`config.mk`:
```
export PLATFORM = sky130hd
export DESIGN_NAME = cvbs_ctrl
export DESIGN_NICKNAME = d
export VERILOG_FILES = /design/src/rtl/cvbs_pkg.sv /design/src/rtl/cvbs_ctrl.sv
export VERILOG_INCLUDE_DIRS = /design/src /design/src/rtl
export SDC_FILE = /design/constraint.sdc
export NUM_CORES = 1
export LEC_CHECK = 0
export BUFFER_PORTS_ARGS = -buffer_cell sky130_fd_sc_hd__buf_2
export CORE_AREA = 2 2 39 41
export DETAILED_ROUTE_END_ITERATION = 10
export DIE_AREA = 0 0 41 43
export HOLD_SLACK_MARGIN = 0.02
export PLACE_DENSITY_LB_ADDON = 0.3
export SLEW_MARGIN = 10
export SYNTH_ARGS = -nofsm -noshare
export SYNTH_HDL_FRONTEND = slang
export SYNTH_SLANG_ARGS = --single-unit
```
`constraint.sdc`:
```
create_clock -name i_clk -period 2.2 [get_ports i_clk]
set_clock_uncertainty 0.05 [all_clocks]
set_input_delay 0.33 -clock i_clk [delete_from_list [all_inputs] [get_ports i_clk]]
set_output_delay 0.33 -clock i_clk [all_outputs]
set_load 0.02 [all_outputs]
```
`src/rtl/closest_value_binary_search_top_macros.svh`:
```
// Assertion macros shared by the nearest-value search RTL.
`ifndef CLOSEST_VALUE_BINARY_SEARCH_TOP_MACROS_SVH
`define CLOSEST_VALUE_BINARY_SEARCH_TOP_MACROS_SVH

`ifndef SYNTHESIS
`define CVBS_ASSERT_IMP(lbl, clk, rst_n, ante, cons) \
    lbl: assert property (@(posedge clk) disable iff (!rst_n) (ante) |-> (cons)) \
        else $error("cvbs assertion failed");
`define CVBS_ASSERT_NXT(lbl, clk, rst_n, ante, cons) \
    lbl: assert property (@(posedge clk) disable iff (!rst_n) (ante) |=> (cons)) \
        else $error("cvbs assertion failed");
`else
`define CVBS_ASSERT_IMP(lbl, clk, rst_n, ante, cons)
`define CVBS_ASSERT_NXT(lbl, clk, rst_n, ante, cons)
`endif

`endif

```
`src/rtl/cvbs_pkg.sv`:
```
// Shared constants, types and helpers of the nearest-value search block.
package cvbs_pkg;

    localparam int TABLE_DEPTH = 1024;
    localparam int ADDR_W      = $clog2(TABLE_DEPTH);
    localparam int CNT_W       = ADDR_W + 1;
    localparam int POS_W       = ADDR_W + 2;
    localparam int TIME_W      = 32;
    localparam int IDX_W       = 10;
    localparam int CFG_IDX_W   = 2;
    localparam int S_DATA_W    = 48;
    localparam int M_DATA_W    = 16;

    localparam logic [TIME_W-1:0] TOL_RESET = 32'd655;

    localparam logic [CFG_IDX_W-1:0] CFG_FIRST_INDEX = 2'd0;
    localparam logic [CFG_IDX_W-1:0] CFG_ENTRY_COUNT = 2'd1;
    localparam logic [CFG_IDX_W-1:0] CFG_TOLERANCE   = 2'd2;

    localparam logic ACT_WRITE  = 1'b0;
    localparam logic ACT_SEARCH = 1'b1;

    typedef struct packed {
        logic wr_entry;
        logic load_search;
        logic set_miss;
        logic rd_mid;
        logic cmp;
        logic rd_prev;
        logic rd_next;
        logic pick;
        logic emit;
    } t_cmd;

    typedef struct packed {
        logic miss;
        logic probe_ok;
        logic hit;
        logic out_free;
    } t_sts;

    function automatic logic [TIME_W-1:0] abs_diff(input logic [TIME_W-1:0] a,
                                                   input logic [TIME_W-1:0] b);
        return (a >= b) ? (a - b) : (b - a);
    endfunction

endpackage

```
`src/rtl/cvbs_ctrl.sv`:
```
// Controller: sequences table writes, bisection probes, neighbor reads and result hand-off.
`include "closest_value_binary_search_top_macros.svh"

module cvbs_ctrl (
    input  logic           i_clk,
    input  logic           i_rst_n,
    input  logic           i_s_tvalid,
    input  logic           i_s_tuser,
    output logic           o_s_tready,
    input  cvbs_pkg::t_sts i_sts,
    output cvbs_pkg::t_cmd o_cmd
);

    localparam logic [2:0] S_IDLE  = 3'd0;
    localparam logic [2:0] S_CHECK = 3'd1;
    localparam logic [2:0] S_PROBE = 3'd2;
    localparam logic [2:0] S_CMP   = 3'd3;
    localparam logic [2:0] S_NEXT  = 3'd4;
    localparam logic [2:0] S_PICK  = 3'd5;
    localparam logic [2:0] S_OUT   = 3'd6;

    logic [2:0] r_state;
    logic [2:0] n_state;
    logic       w_accept;

    assign o_s_tready = (r_state == S_IDLE);
    assign w_accept   = i_s_tvalid && o_s_tready;

    always_comb begin
        n_state = r_state;
        o_cmd   = '0;
        unique case (r_state)
            S_IDLE: begin
                if (w_accept) begin
                    if (i_s_tuser == cvbs_pkg::ACT_SEARCH) begin
                        o_cmd.load_search = 1'b1;
                        n_state = S_CHECK;
                    end else begin
                        o_cmd.wr_entry = 1'b1;
                    end
                end
            end
            S_CHECK: begin
                if (i_sts.miss) begin
                    o_cmd.set_miss = 1'b1;
                    n_state = S_OUT;
                end else begin
                    n_state = S_PROBE;
                end
            end
            S_PROBE: begin
                // Bisection left the range: keep the last probe.
                if (i_sts.probe_ok) begin
                    o_cmd.rd_mid = 1'b1;
                    n_state = S_CMP;
                end else begin
                    o_cmd.rd_prev = 1'b1;
                    n_state = S_NEXT;
                end
            end
            S_CMP: begin
                o_cmd.cmp = 1'b1;
                if (i_sts.hit) begin
                    o_cmd.rd_prev = 1'b1;
                    n_state = S_NEXT;
                end else begin
                    n_state = S_PROBE;
                end
            end
            S_NEXT: begin
                o_cmd.rd_next = 1'b1;
                n_state = S_PICK;
            end
            S_PICK: begin
                o_cmd.pick = 1'b1;
                n_state = S_OUT;
            end
            S_OUT: begin
                if (i_sts.out_free) begin
                    o_cmd.emit = 1'b1;
                    n_state = S_IDLE;
                end
            end
            default: begin
                n_state = S_IDLE;
            end
        endcase
    end

    always_ff @(posedge i_clk) begin
        if (!i_rst_n) begin
            r_state <= S_IDLE;
        end else begin
            r_state <= n_state;
        end
    end

    `CVBS_ASSERT_NXT(a_miss_to_out, i_clk, i_rst_n, (r_state == S_CHECK) && i_sts.miss,
        r_state == S_OUT)
    `CVBS_ASSERT_IMP(a_cmp_after_probe, i_clk, i_rst_n, r_state == S_CMP,
        $past(r_state) == S_PROBE)
    `CVBS_ASSERT_IMP(a_emit_when_free, i_clk, i_rst_n, o_cmd.emit, i_sts.out_free)

endmodule

```
Yosys cells after proc, flatten, opt, wreduce, memory -nomap -nowiden
Cells that the tools add are included.

Bits in registers: 3. Output and inout port bits: 10. Word-level logic and storage cells: 36.

Equality and inequality tests: 9. Multiplexer cells: 23. Reduce and logical (&&, ||, !) cells: 3.

Operators with widths (count): $pmux W3 S7 (1); $mux W3 (6); $mux W1 (13); $eq A3 B3 Y1 const B (3); $eq A3 B2 Y1 const B (2); $mux W2 (2); $ne A2 B2 Y1 const B (2); $eq A3 B1 Y1 const B (1); $logic_not A3 Y1 (1); $reduce_and A3 Y1 (1); $ne A2 B1 Y1 const B (1); $pmux W1 S2 (1); $logic_and A1 B1 Y1 (1).

Longest topological paths before layout
Depth after elaboration: 4. Mapped depth: 4. Gate-level depth less buffers: 3.

Least setup slack after synthesis
Ideal clock, no wire load.

Kind: reg2out. Start: register r_state[2]. End: output port o_cmd[8] (netlist name). Arrival: 1455 ps. Required time: 1820 ps. Setup slack: 365 ps. Stages on the path, launching flop included: 4. Buffers on the path: 1. Path through: dfxtp_1 > buf_6 > nor3_1 > and3b_1.

RTL lines: start: declaration (line cvbs_ctrl.sv:22) `logic [2:0] r_state;`; start signal: assignment (line cvbs_ctrl.sv:94) `r_state <= n_state;`; end: declaration (line cvbs_ctrl.sv:11) `output cvbs_pkg::t_cmd o_cmd`.

==> flow_metrics.tcl <==
set metrics [dict create \
    status "complete, no violations" \
    setup_repair_after_global_routing_missed_its_margin "false" \
    synthesis.area_per_instance_sq_um 7.650 \
    setup_viol 0 \
    fp.dieArea_sq_um 1763 \
    clock_pin_slew_on_the_worst_setup_and_hold_paths_ps 40 \
    path_max_fanout 11 \
    vias_per_cell 4.671 \
    max_slew.worst_pin.slew_ps 414.4 \
    synth_area_leaders "dfxtp_1 (22%), nor2_1 (7.0%), a221oi_2 (5.6%), and2_2 (5.6%), and4bb_2 (4.7%)" \
    timing.final.crit_share 0.8143 \
    hold_path.class "in -> reg" \
    vias_in_the_first_global_route 277 \
    timing.critical_path.required_ps 1820 \
    worst-endpoint-arrival_ps 1410 \
    via_count 327 \
    start_util 0.1935 \
    postCtsSetupRepairBufs 0 \
    synth_top_area_share 0.2243 \
    vdd_drop_max_v 0.0004639 \
    cts_inserted_buffers 3 \
    dp.final_hpwl_um 537.4 \
    final_routed_drc_violation_total 0 \
    synth-seq-area-share 0.2243 \
    first_iter_violations 3 \
    first_pass_grt_wire_length_mm 1.124 \
    syn-instance-count 35 \
    postCtsHoldBufs 0 \
    io_pins 18 \
    slew-limit-headroom 0.7216 \
    core_area_sq_um 1384 \
    grt.overflow.total 0 \
    antenna_cells 0 \
    fp.dieW_um 41 \
    drive_gt1_frac 0.4444 \
    portbufs 17 \
    yosys_warnings 0 \
    gpl.final_weighted_congestion 0.7516 \
    post-synth-top-count-cell "nor2_1" \
    setup_ws_ps 408.5 \
    cts.htree.levels 1 \
    cts_tree "built" \
    pwr_density_cell_nw_per_um2 1383 \
    synth_enable_flop_cells 0 \
    detail_route.first_pass.iterations 2 \
    asyncSetResetFlopFracSynth 0 \
    setup.worst_path.start_class "flop" \
    grt_antenna_before_repair 0 \
    clkLatencyLatePin_ps 240 \
    grt_usage 0.09930 \
    post-route-util 0.2767 \
    max_ffs_per_register 3 \
    floorplan.rows 14 \
    average_wire_length_per_cell_after_detail_routing_um 10.06 \
    postSynthRegisterBits 3 \
    finalSetupTns_ps 0 \
    wirelength_um 704 \
    period_minus_slack_ps 1792 \
    cts.sinks 3 \
    cts-resized-gates 0 \
    endpoint_kind "primary output" \
    setup.worst_path.class "reg -> out" \
    ant_nets 0 \
    synth_flop_cell "dfxtp_1" \
    synth.top_cells.by_count "nor2_1 (5), dfxtp_1 (3), nand2_1 (3)" \
    synth_area_sq_um 267.8 \
    dieHeight_um 43 \
    clockBufferDepth 2 \
    grt_start_max_net_pins 12 \
    dp_worst_setup_slack_ps 637.9 \
    highest_attainable_clock_frequency_mhz 558.2 \
    final_nets 63 \
    area_delta_synth_final_pct 42.99 \
    post_synth_num_cell_types 24 \
    leakage_uw 0.0002164 \
    library_cell_occupying_the_most_area_in_the_post_synthesis_netlist "dfxtp_1" \
    report.final.slew_viol_count 0 \
    finalHoldViolCount 0 \
    reg.largest.list "r_state: 3 flops" \
    maxCapViolCount 0 \
    cts_root_buf "clkbuf_4" \
    synth.net_count 43 \
    registers.top_by_ff_count "r_state" \
]
## final cells by class
type | count | area [sq um]
multi-input cells | 29 | 187.7
flip-flops and latches | 3 | 60.06
inverters | 1 | 3.754
fillers | 160 | 1001
repair buffers | 17 | 85.08
clock buffers | 4 | 26.28
well taps | 16 | 20.02
## cells by family after synthesis
logic type,share of synthesized area
compound gates,0.2570
buf+inv,0.07473
simple gates,0.4440
flops,0.2243
## per-stage QoR
stage	total power, uW	std cells	hold slack [ps]	cell area (sq um)
global placement	426.8	66	544.2	356.6
detailed placement	430.7	66	537.6	356.6
finish	529.5	70	288.9	382.9
floorplan	360.8	35	413.4	267.8
CTS	536.8	70	287.4	382.9
global route	583.4	70	292.0	382.9
## layer usage
layer | up-vias | share of wire | global-route usage
met1 | 144 | 0.45 | 0.1186
met3 | 3 | 0.10 | 0.05236
met5 | - | 0 | 0
met4 | 0 | 0.027 | 0.08000
met2 | 14 | 0.41 | 0.1250
li1 | 166 | - | -
## worst max-delay path, cell delays in order (launching register included)
cell	delay, ps
dfxtp_1	390
nor3_1	420
and3_1	210
buf_2	160
## power by group
part           switching [uW]  internal (uW)  total (uW)
clock                    36.0           68.5         104
sequential               53.7           79.5         133
combinational             166            126         292
## placed cells by master (no fill, tap or decap)
cell type	Yosys	layout
a211o_1	1	1
a211oi_1	1	1
a21o_1	1	1
a21oi_1	2	2
a221oi_2	1	1
and2_0	1	1
and2_1	1	1
and2_2	2	2
and2b_1	1	1
and3_1	1	1
and3b_1	1	1
and4bb_2	1	1
buf_2	1	17
clkbuf_1	0	1
clkbuf_4	0	3
dfxtp_1	3	3
inv_1	1	1
nand2_1	3	3
nand3b_1	1	1
nor2_1	5	5
nor2b_1	1	1
nor3_1	1	1
nor3b_1	1	1
o211a_1	1	1
o21ai_0	2	2
## worst paths after layout
path                            slack (ps)  startpoint          to  cells past startpoint
worst max-delay path                   410  r_state[2]    o_cmd[7]                      3
worst min-delay path                   290     i_rst_n  r_state[0]                      2
worst max register to register         880  r_state[0]  r_state[1]                      3
worst min register to register         620  r_state[2]  r_state[2]                      2
Note: power is estimated with default switching activity, not from simulation.
